==> src/gwwk_queue.sv <==
`timescale 1ns / 1ps
// ----------------------------------------------------------------------------
// gwwk_queue: two-entry register queue
// Decouples a producer from a consumer; each beat is stored until popped.
// ----------------------------------------------------------------------------
module gwwk_queue #(
  parameter int WIDTH = 16
) (
  input  logic             clk,
  input  logic             rst,
  input  logic             push,
  input  logic [WIDTH-1:0] wdata,
  output logic             full,
  input  logic             pop,
  output logic [WIDTH-1:0] rdata,
  output logic             empty
);

  logic [WIDTH-1:0] data [2];
  logic             head;
  logic [1:0]       count;
  logic             push_ok;
  logic             pop_ok;

  assign full = (count == 2'd2);
  assign empty = (count == 2'd0);
  assign push_ok = push && !full;
  assign pop_ok = pop && !empty;
  assign rdata = data[head];

  always_ff @(posedge clk) begin
    if (push_ok) begin
      data[head ^ count[0]] <= wdata;
    end
  end

  always_ff @(posedge clk) begin
    if (rst) begin
      head <= 1'b0;
      count <= 2'd0;
    end else begin
      if (pop_ok) begin
        head <= ~head;
      end
      count <= count + {1'b0, push_ok} - {1'b0, pop_ok};
    end
  end

endmodule

==> config.mk <==
export PLATFORM = sky130hd
export DESIGN_NAME = gwwk_queue
export DESIGN_NICKNAME = d
export VERILOG_FILES = /design/src/gwwk_queue.sv
export SDC_FILE = /design/constraint.sdc
export NUM_CORES = 1
export LEC_CHECK = 0
export BUFFER_PORTS_ARGS = -buffer_cell sky130_fd_sc_hd__buf_2
export CAP_MARGIN = 10
export CORE_MARGIN = 4
export CORE_UTILIZATION = 54
export CTS_BUF_LIST = sky130_fd_sc_hd__clkbuf_16
export CTS_CLUSTER_DIAMETER = 150
export DETAILED_ROUTE_END_ITERATION = 6
export PLACE_DENSITY = 0.82
export SYNTH_ARGS = -nofsm -noshare
export SYNTH_HDL_FRONTEND = slang
export SYNTH_SLANG_ARGS = --single-unit
==> constraint.sdc <==
create_clock -name clk -period 2.8 [get_ports clk]
set_input_delay 0.28 -clock clk [delete_from_list [all_inputs] [get_ports clk]]
set_output_delay 0.28 -clock clk [all_outputs]
set_load 0.005 [all_outputs]
==> impl_metrics.yaml <==
die:
  floorplan.initialDensity_pct: 56.52
  dieArea_um2: 3472
  die_w_um: 58.92
  die_h_um: 58.92
  io_pins: 38
  rows: 18
  fp.coreArea_um2: 2477
drt:
  antenna_left: 0
  drt_first_pass_iters: 3
  drtIter0Drc: 11
  drt-total-wl_um: 2213
  drc: 0
  post_drt_wl_per_cell_um: 14.85
  num_vias: 759
  avgViaCountPerCell: 5.094
cts:
  cts-buffers-inserted: 5
  cts_resized: 0
  cts_setup_buffers: 0
  cts.sinks: 36
  holdBufCountCts: 0
  path_clk_slew_ps: 50
  htreeDepth: 2
  cts_tree: "built"
  clock_latency_ps: 280
  clock_path_buffers: 2
  cts-root-buf: "clkbuf_16"
setup_path:
  reg2reg_from: "head"
  crit_required_ps: 2520
  path_cells: "mux2_2, buf_2"
  rr_endpoint: "data[0][9]"
  rr_worst_depth: 2
  cpMaxStageDelayCell: "dfxtp_1"
  critical_path_buf_inv_count: 1
  path_class: "reg2out"
  cp.depth: 2
  crit_path_max_fanout: 16
  r2r_slack_ps: 1030
  slowest_delay_ps: 760
  startpoint_type: "flop"
  worstPathArrival_ps: 1580
  cp-end-kind: "output pin"
  critPathTopFamily: "flip-flops"
placement:
  gp_congestion: 0.7186
  port_buffers: 37
  dpl_worst_slack_ps: 987.1
  placed_area_um2: 1615
  dp_hpwl_um: 1625
sta:
  worst_slew_pin_slew_ps: 844.8
  fmax_mhz: 538.5
  max-slew-margin-rel_pct: 43.68
  setup_violations: 0
  tns_ps: 0
  finClkSkew_ps: 3.938
  rsz0062_at_grt: "no"
  slew_violations: 0
  worst_slack_ps: 943.0
  period_needed_ps: 1857
  hold_viol: 0
  fin_crit_sh_pct: 66.32
logic_synthesis:
  yosysTopAreaCell: "edfxtp_1"
  ys_top_cells_by_area: "edfxtp_1 (69%), mux2_2 (14%), dfxtp_1 (5.7%), ha_1 (1.8%), buf_6 (1.6%)"
  synth_edf_count: 32
  syn_area_um2: 1400
  syn_inst: 75
  synth-seq-cells: 36
  synth_flop_cell: "edfxtp_1"
  synth_fp_nets: 97
  ys_seq_area_share_pct: 74.35
  synth-async-reset-ratio_pct: 0
  avgSynthCellArea_um2: 18.67
  synth_warnings: 0
  synth_common_cells: "edfxtp_1 (32), mux2_2 (18), dfxtp_1 (4), nor2_1 (3), nor2b_1 (3)"
  synth_most_common_cell: "edfxtp_1"
  yosysTopAreaCellShare_pct: 68.63
  synth_cell_types: 15
global_route:
  grt-ovfl-total: 0
  track_usage_pct: 15.09
  grt_pass1_vias: 799
  grt_max_degree: 17
  antenna_found_initial: 0
  grt_first_pass_wirelength_um: 3663
hold_path:
  min_to: "data[0][2]"
  hold_start: "wdata[2]"
  hold_depth: 1
  hold_class: "in2reg"
layout:
  nNetsFinal: 140
  layout-drive-gt1-share_pct: 53.78
  diodes: 0
  final_area_um2: 1753
  area_delta_synth_final_pct: 25.20
pwr:
  irDropWorstVdd_v: 0.0007661
  p_per_area_nw_per_um2: 1001
  leakage_nw: 0.6964
run:
  drv_cap: 0
run_status:
  outcome: "complete, no violations"
-- stage by stage --
stage	cells	power [mW]	util [%]	hold WS [ps]
floorplan	75	1.105	-	351.6
global placement	141	1.253	65.20	471.6
detailed placement	141	1.277	65.20	472.4
CTS	149	1.785	70.76	186.8
global route	149	1.864	70.76	187.0
finish	149	1.755	70.76	196.0
-- cell usage in the layout, fill, tap and decap left out --
cell / instances
a21oi_2: 2
buf_4: 1
buf_2: 37
nand2_1: 1
clkinv_2: 1
xnor3_1: 1
dfxtp_1: 4
or3_1: 1
mux2_2: 18
nor2_1: 3
nand2b_1: 2
ha_1: 2
inv_1: 4
edfxtp_1: 32
o21a_1: 1
clkbuf_16: 5
or3b_1: 1
nor2b_1: 3
-- sequential cells by signal, summed over array words and instances (netlist names), named ones only --
signal,cells
data,32
count,2
head,1
-- cells by family after synthesis --
family / synth area share [%]
buffers and inverters: 2.145
muxes: 14.48
and+or+nand+nor: 4.379
adders and majority gates: 1.787
xor gates and xnor gates: 1.608
AOI/OAI and AO/OA: 1.251
DFF: 74.35
-- worst max path at each step --
stage / endpoint
after floorplan: data[0][0]
after global placement: data[0][10]
after detailed placement: data[0][10]
after CTS: rdata[0]
after global routing: rdata[1]
final: rdata[3]
-- per-layer routing --
layer | track usage (%) | wire (µm) | vias to the layer above
li1 | - | - | 369
met1 | 17.26 | 902 | 357
met2 | 23.97 | 1076 | 31
met3 | 6.579 | 206 | 2
met4 | 7.767 | 29 | 0
met5 | 0 | 0 | -
-- power by group --
part	switching [mW]	internal [mW]	total, mW
Clock	0.179	0.320	0.499
Combinational	0.186	0.244	0.431
Sequential	0.0753	0.749	0.825
Total	0.441	1.31	1.75
-- cell type report --
| type | count | area (µm²) |
|---|---|---|
| Sequential cell | 36 | 1041 |
| Fill cell | 184 | 724.4 |
| Multi-Input combinational cell | 35 | 336.6 |
| Timing Repair Buffer | 38 | 192.7 |
| Clock buffer | 5 | 125.1 |
| Tap cell | 30 | 37.54 |
| Clock inverter | 3 | 12.51 |
| Inverter | 2 | 7.507 |
(Power assumes the default switching activity.)
