## config.mk

```make
export PLATFORM = sky130hd
export DESIGN_NAME = gwwk_front
export DESIGN_NICKNAME = d
export VERILOG_FILES = /design/src/gwwk_pkg.sv /design/src/gwwk_front.sv
export SDC_FILE = /design/constraint.sdc
export NUM_CORES = 1
export LEC_CHECK = 0
export CAP_MARGIN = 40
export CORE_AREA = 4 4 46 48
export DETAILED_ROUTE_END_ITERATION = 10
export DIE_AREA = 0 0 50 52
export DONT_BUFFER_PORTS = 1
export SYNTH_ARGS = -nofsm -noshare
export SYNTH_HDL_FRONTEND = slang
export SYNTH_SLANG_ARGS = --single-unit
```

## constraint.sdc

```tcl
create_clock -name vclk -period 2.2
set_clock_uncertainty 0.2 [all_clocks]
set_input_delay 0.66 -clock vclk [all_inputs]
set_output_delay 0.66 -clock vclk [all_outputs]
set_load 0.01 [all_outputs]
```

## src/gwwk_pkg.sv

```systemverilog
`timescale 1ns / 1ps
// ----------------------------------------------------------------------------
// gwwk_pkg: shared definitions for the kerned greedy word-wrap engine
// Widths, code point constants, request and command types, and the
// saturating width adder.
// ----------------------------------------------------------------------------
package gwwk_pkg;

  localparam int GLYPHS_DEF = 256;
  localparam int KERN_PAIRS_DEF = 256;

  localparam int CP_W = 21;
  localparam int VAL_W = 16;
  localparam int IDX_W = 16;
  localparam int LW_W = 24;
  localparam int ADV_W = 17;

  localparam logic [CP_W-1:0] DEFAULT_GLYPH = 21'h0025A1;
  localparam logic [CP_W-1:0] NEWLINE_CP = 21'h00000A;
  localparam logic [CP_W-1:0] SPACE_CP = 21'h000020;
  localparam logic [IDX_W-1:0] IDX_MAX = 16'hFFFF;
  localparam logic [VAL_W-1:0] MAX_WIDTH_RESET = 16'hFFFF;

  typedef enum logic [1:0] {
    REQ_GLYPH = 2'd0,
    REQ_KERN  = 2'd1,
    REQ_CHAR  = 2'd2,
    REQ_START = 2'd3
  } req_t;

  typedef struct packed {
    req_t                    kind;
    logic                    is_newline;
    logic                    is_space;
    logic [CP_W-1:0]         cp;
    logic [CP_W-1:0]         cp2;
    logic signed [VAL_W-1:0] value;
  } cmd_t;

  typedef enum logic [1:0] {
    ST_IDLE,
    ST_SCAN,
    ST_APPLY
  } state_t;

  function automatic logic signed [LW_W-1:0] sat24(input logic signed [LW_W-1:0] a,
                                                   input logic signed [ADV_W-1:0] b);
    logic signed [LW_W:0] s;
    s = {a[LW_W-1], a} + {{(LW_W - ADV_W + 1){b[ADV_W-1]}}, b};
    if (s[LW_W] != s[LW_W-1]) begin
      return s[LW_W] ? {1'b1, {(LW_W-1){1'b0}}} : {1'b0, {(LW_W-1){1'b1}}};
    end
    return s[LW_W-1:0];
  endfunction

endpackage

```

## src/gwwk_front.sv

```systemverilog
`timescale 1ns / 1ps
// ----------------------------------------------------------------------------
// gwwk_front: request decoder
// Classifies each incoming beat into a command for the back end.
// ----------------------------------------------------------------------------
module gwwk_front (
  input  logic                                   push,
  input  logic [1:0]                             req_type,
  input  logic [gwwk_pkg::CP_W-1:0]              code_point,
  input  logic [gwwk_pkg::CP_W-1:0]              second_code_point,
  input  logic signed [gwwk_pkg::VAL_W-1:0]      value,
  input  logic                                   q_full,
  output logic                                   full,
  output logic                                   q_push,
  output gwwk_pkg::cmd_t                         cmd
);

  always_comb begin
    cmd.kind = gwwk_pkg::req_t'(req_type);
    cmd.is_newline = (code_point == gwwk_pkg::NEWLINE_CP);
    cmd.is_space = (code_point == gwwk_pkg::SPACE_CP);
    cmd.cp = code_point;
    cmd.cp2 = second_code_point;
    cmd.value = value;
  end

  assign full = q_full;
  assign q_push = push && !q_full;

endmodule

```

==> metrics.md, run 1 <==
| Metric | Value |
|---|---|
| Outcome | `finished, violations left` |
| Failing checks | `negative setup slack` |
| RSZ-0062 raised after global routing | `true` |
| Final Hold Viols | `0` |
| Leak pwr | `0.0226 nW` |
| Row count | `15` |
| Worst stage delay on the critical path | `0.33 ns` |
| Die ar. | `2600 µm²` |
| Tmin final | `2.27 ns` |
| DRT Pass-1 Iters | `1` |
| Power Dens Cells | `46.3 nW/µm²` |
| Final Wtd Congestion | `0.470` |
| GRT Residual Overflow | `0` |
| Synth-to-Final Area Change | `-70.3%` |
| CP max-delay cell | `nor4_4` |
| Worst VDD drop | `0.00657 mV` |
| Slew headroom | `0.821` |
| Hold/Removal Path Class | `in2out` |
| Final-layout clock buffer total | `0` |
| Synth area leader | `buf_4` |
| DP Cell Count | `38` |
| Filler instances | `194` |
| Hold depth | `0` |
| Setup repair bufs after CTS | `0` |
| Synth Area in XOR/XNOR | `0` |
| Post-Synth Adder-Cell Area | `0` |
| Layout cell share with drive strength beyond 1 | `0.462` |
| Net Count, Synth | `136` |
| CP required | `1.34 ns` |
| Area contributors post-synth | `buf_4 (86%), nor4_1 (3.5%), nor3_1 (2.8%), nor4_2 (2.4%), nand2_1 (2.1%)` |
| DRC Markers | `0` |
| Worst-margin pin slew | `0.267 ns` |
| Unique masters post-synth | `8` |
| Synth Area in Simple Gates | `0.137` |
| Tot GR Track Use | `0.0519` |
| Ant diodes | `0` |
| Vias in the first global route | `206` |
| Post-synthesis mux area share | `0` |
| Die height | `52 µm` |
| CP endpoint kind | `output port` |
| Seq_cells | `0` |
| Post-route ant nets | `0` |
| Layout Cells excl Fill | `38` |
| Final hold slack | `1.12 ns` |
| Maximum number of pins on one net before global-route repair | `4` |
| Critical path class | `in2out` |
| Synth top area share | `0.863` |
| FF+latch area | `0 µm²` |
| Cell count after synthesis | `74` |
| Crit start category | `input pin` |
| Fin nets | `77` |
| Core Util, Final | `0.0923` |
| Vias | `192` |
| Total Wirelength | `835 µm` |
| Setup-failing EPs final | `2` |
| DP HPWL | `750 µm` |
| Synth warn | `0` |
| Setup Total Neg Slack | `-0.0920 ns` |
| CP dominant cell by count | `nor4_4` |
| Seq/Total Area, Yosys | `0` |
| # Max-Cap Violations | `0` |
| Critical path arrival | `1.41 ns` |
| Worst-path cell chain | `nor4_4 > nand3_2 > nor4_4` |
| Cell Area, Synth | `531 µm²` |
| Pre-CTS setup slack | `-0.118 ns` |
| Initial antenna violation count | `0` |
| Initial core utilization | `0.311` |
| Die X | `50 µm` |
| Initial DRC count | `0` |
| WL per Instance | `22.0 µm` |
| Syn avg cell area | `7.17 µm²` |
| Setup ws final | `-0.0652 ns` |
| IO buf count | `0` |
| Vias per inst | `5.05` |
| Post-synthesis compound-gate area fraction | `0` |
| Hold_buf cts | `0` |
| Final Cycle Share | `1.03` |
| Max-slew violation count | `0` |
| Area of the core | `1710 µm²` |
| Max Clk Rate | `0.441 GHz` |
| Ports | `126` |
| Worst-path fanout max | `2` |
| First-pass GRT wire length | `1.02 mm` |
| Main combinational cell family by area after synthesis | `buffers and inverters` |
-- layout by cell type (no fill, tap or decap) --
cell type / Yosys / routed
nor4_4: 0 / 3
nor2_1: 1 / 1
nor3_2: 0 / 2
nand2_1: 3 / 3
nor2b_1: 1 / 1
nor3_1: 3 / 1
nor4_1: 3 / 1
nand3_2: 0 / 1
-- worst max-delay path: cells and delay by family --
kind / cells / cell delay [ns]
simple gates: 3 / 0.74
-- power by group --
group / leakage, nW / switching [W] / internal (W)
combinational: 0.0226 / 0.00000318 / 0.00000411
clock: 0 / 0 / 0
sequential: 0 / 0 / 0
-- final cells by class --
type                            count  area [µm²]  share of cell area
Multi-Input combinational cell     13         126               0.802
Tap cell                           25        31.3               0.198
-- per-stage QoR --
stage	cell area [µm²]	power, W
finish	158	0.00000729
global route	158	0.00000796
CTS	153	0.00000722
detailed placement	153	0.00000736
global placement	153	0.00000730
floorplan	579	0.000121
-- final timing paths --
path                                  from      end
worst max-delay path         code_point[6]  cmd[59]
worst min-delay path  second_code_point[9]  cmd[25]
-- cells in the mapped netlist --
library cell / instances
buf_4: 61
nand2_1: 3
nand3_1: 1
nor2_1: 1
nor2b_1: 1
nor3_1: 3
nor4_1: 3
nor4_2: 1
-- logic make-up after synthesis --
| logic type | after synthesis |
|---|---|
| buffers and inverters | 61 |
| and+or+nand+nor | 13 |
-- per-layer routing --
| metal | global-route usage | routed length (µm) | vias to the layer above |
|---|---|---|---|
| li1 | - | - | 51 |
| met3 | 0.0372 | 211 | 18 |
| met1 | 0.0255 | 149 | 76 |
| met4 | 0.0968 | 118 | 0 |
| met2 | 0.0804 | 356 | 47 |
| met5 | 0 | 0 | - |
-- what timing repair did --
| action | in CTS | in global routing |
|---|---|---|
| hold endpoints to repair | 0 | 0 |
| pin swaps | 1 | 0 |
| endpoints found under the setup margin | 2 | 2 |
| gates resized for setup | 0 | 1 |
Note: power is estimated with default switching activity, not from simulation.
==> run 2: changes to the inputs <==
--- a/config.mk
+++ b/config.mk
@@ -6,9 +6,9 @@
 export NUM_CORES = 1
 export LEC_CHECK = 0
 export CAP_MARGIN = 40
-export CORE_AREA = 4 4 46 48
+export CORE_AREA = 5 5 46 48
 export DETAILED_ROUTE_END_ITERATION = 10
-export DIE_AREA = 0 0 50 52
+export DIE_AREA = 0 0 51 53
 export DONT_BUFFER_PORTS = 1
 export SYNTH_ARGS = -nofsm -noshare
 export SYNTH_HDL_FRONTEND = slang
==> metrics.md, run 2 (synthesis gave the netlist of run 1 again) <==
| Metric | Value |
|---|---|
| Outcome | `finished, violations left` |
| Failing checks | `negative setup slack` |
| Final Hold Viols | `0` |
| Filler instances | `181` |
| Clock share of power | `0` |
| Final hold slack | `1.12 ns` |
| Max Clk Rate | `0.444 GHz` |
| CP endpoint kind | `output port` |
| DRT Pass-1 Iters | `2` |
| Worst stage delay on the critical path | `0.26 ns` |
| DRC Markers | `0` |
| Vias in the first global route | `225` |
| CP required | `1.34 ns` |
| Hold path start | `second_code_point[2]` |
| Maximum number of pins on one net before global-route repair | `4` |
| Worst VDD drop | `0.00969 mV` |
| Flop pwr share | `0` |
| Fin nets | `78` |
| Most frequent cells in the layout | `nor4_4 (3), nand2_1 (3), nor3_1 (2)` |
| Initial antenna violation count | `0` |
| Total internal power | `0.00000415 W` |
| Leak pwr | `0.0406 nW` |
| Worst-path cell chain | `nor4_4 > nand3_2 > buf_4 > nor3_4` |
| Power Dens Cells | `47.0 nW/µm²` |
| CP max-delay cell | `nor4_4` |
| Die ar. | `2700 µm²` |
| Initial DRC count | `1` |
| Tot GR Track Use | `0.0516` |
| Final Wtd Congestion | `0.466` |
| DP HPWL | `784 µm` |
| Hold_buf cts | `0` |
| # Max-Cap Violations | `0` |
| IO buf count | `0` |
| Sw frac | `0.457` |
| FF+latch area | `0 µm²` |
| Ant diodes | `0` |
| Post-route cell area | `163 µm²` |
| GRT Residual Overflow | `0` |
| Ports | `126` |
| Hold Path End | `cmd[18]` |
| Critical path arrival | `1.39 ns` |
| Slew headroom | `0.823` |
| Die height | `53 µm` |
| Max-slew violation count | `0` |
| Hold depth | `0` |
| Combinational fraction of design power | `1.000` |
| Total Wirelength | `897 µm` |
| Final-layout clock buffer total | `0` |
| DP Area | `143 µm²` |
| First-pass GRT wire length | `1.08 mm` |
| RSZ-0062 raised after global routing | `true` |
| Layout cell share with drive strength beyond 1 | `0.500` |
| Setup ws final | `-0.0540 ns` |
| Synth-to-Final Area Change | `-69.3%` |
| Seq_cells | `0` |
| Vias | `196` |
| Switch Pwr | `0.00000349 W` |
| Crit start category | `input pin` |
| Hold/Removal Path Class | `in2out` |
| WL per Instance | `28.9 µm` |
| Core Util, Final | `0.0974` |
| CP startpoint | `code_point[9]` |
| Post-route ant nets | `0` |
| Setup-failing EPs final | `2` |
| Die X | `51 µm` |
| Final Cycle Share | `1.02` |
| Vias per inst | `6.32` |
| Tmin final | `2.25 ns` |
| Initial core utilization | `0.318` |
| Critical path class | `in2out` |
| Row count | `15` |
| Worst-margin pin slew | `0.263 ns` |
| Worst-path fanout max | `2` |
| Area of the core | `1670 µm²` |
[run 2: cell count changes in the layout (fill, tap and decap cells not counted)]
cell	change
nor3_2	-2
buf_4	+1
nor3_1	+1
nor3_4	+1
nor4_1	-1
nor4_2	+1
[run 2: worst max-delay path, delay by kind of cell]
family	cells	cell delay (ns)
and+or+nand+nor	3	0.57
buffers and inverters	1	0.17
[run 2: layout make-up]
cell class,count,area (µm²),share of cell area
Multi-Input combinational cell,13,134,0.823
Tap cell,17,21.3,0.131
Timing Repair Buffer,1,7.51,0.0462
[run 2: per-layer routing]
layer,track usage,share of wire,up-vias
met3,0.0423,0.25,10
met1,0.0267,0.21,74
met4,0.0359,0.043,0
met5,0,0,-
li1,-,-,53
met2,0.103,0.49,59
[run 2: worst max-delay path by stage]
stage / to / slack [ns] / cells past startpoint
after floorplan: cmd[59] / -0.05 / 3
after global placement: cmd[59] / -0.11 / 3
after detailed placement: cmd[59] / -0.11 / 3
after CTS: cmd[59] / -0.08 / 3
after global routing: cmd[59] / -0.15 / 3
final: cmd[58] / -0.05 / 4
[run 2: power groups by stage]
| stage | clock network (W) | registers, W | logic, W |
|---|---|---|---|
| 5_1_grt | 0 | 0 | 0.00000824 |
| 6_report | 0 | 0 | 0.00000764 |
| 4_1_cts | 0 | 0 | 0.00000717 |
| 3_3_place_gp | 0 | 0 | 0.00000727 |
| 3_5_place_dp | 0 | 0 | 0.00000727 |
| 2_1_floorplan | 0 | 0 | 0.000121 |
[run 2: what timing repair did]
item	CTS	global route
resized for setup	0	2
setup buffers	0	1
pin swaps	2	2
endpoints found under the hold margin	0	0
setup endpoints to repair	2	2
[run 2: per-stage QoR]
| step | instances | setup TNS, ns | worst slack, ns | total power (W) |
|---|---|---|---|---|
| after floorplan | 74 | -0.0465 | -0.0465 | 0.000121 |
| after global placement | 30 | -0.190 | -0.107 | 0.00000727 |
| after detailed placement | 30 | -0.186 | -0.110 | 0.00000727 |
| after CTS | 30 | -0.155 | -0.0844 | 0.00000717 |
| after global routing | 31 | -0.301 | -0.152 | 0.00000824 |
| final | 31 | -0.105 | -0.0540 | 0.00000764 |
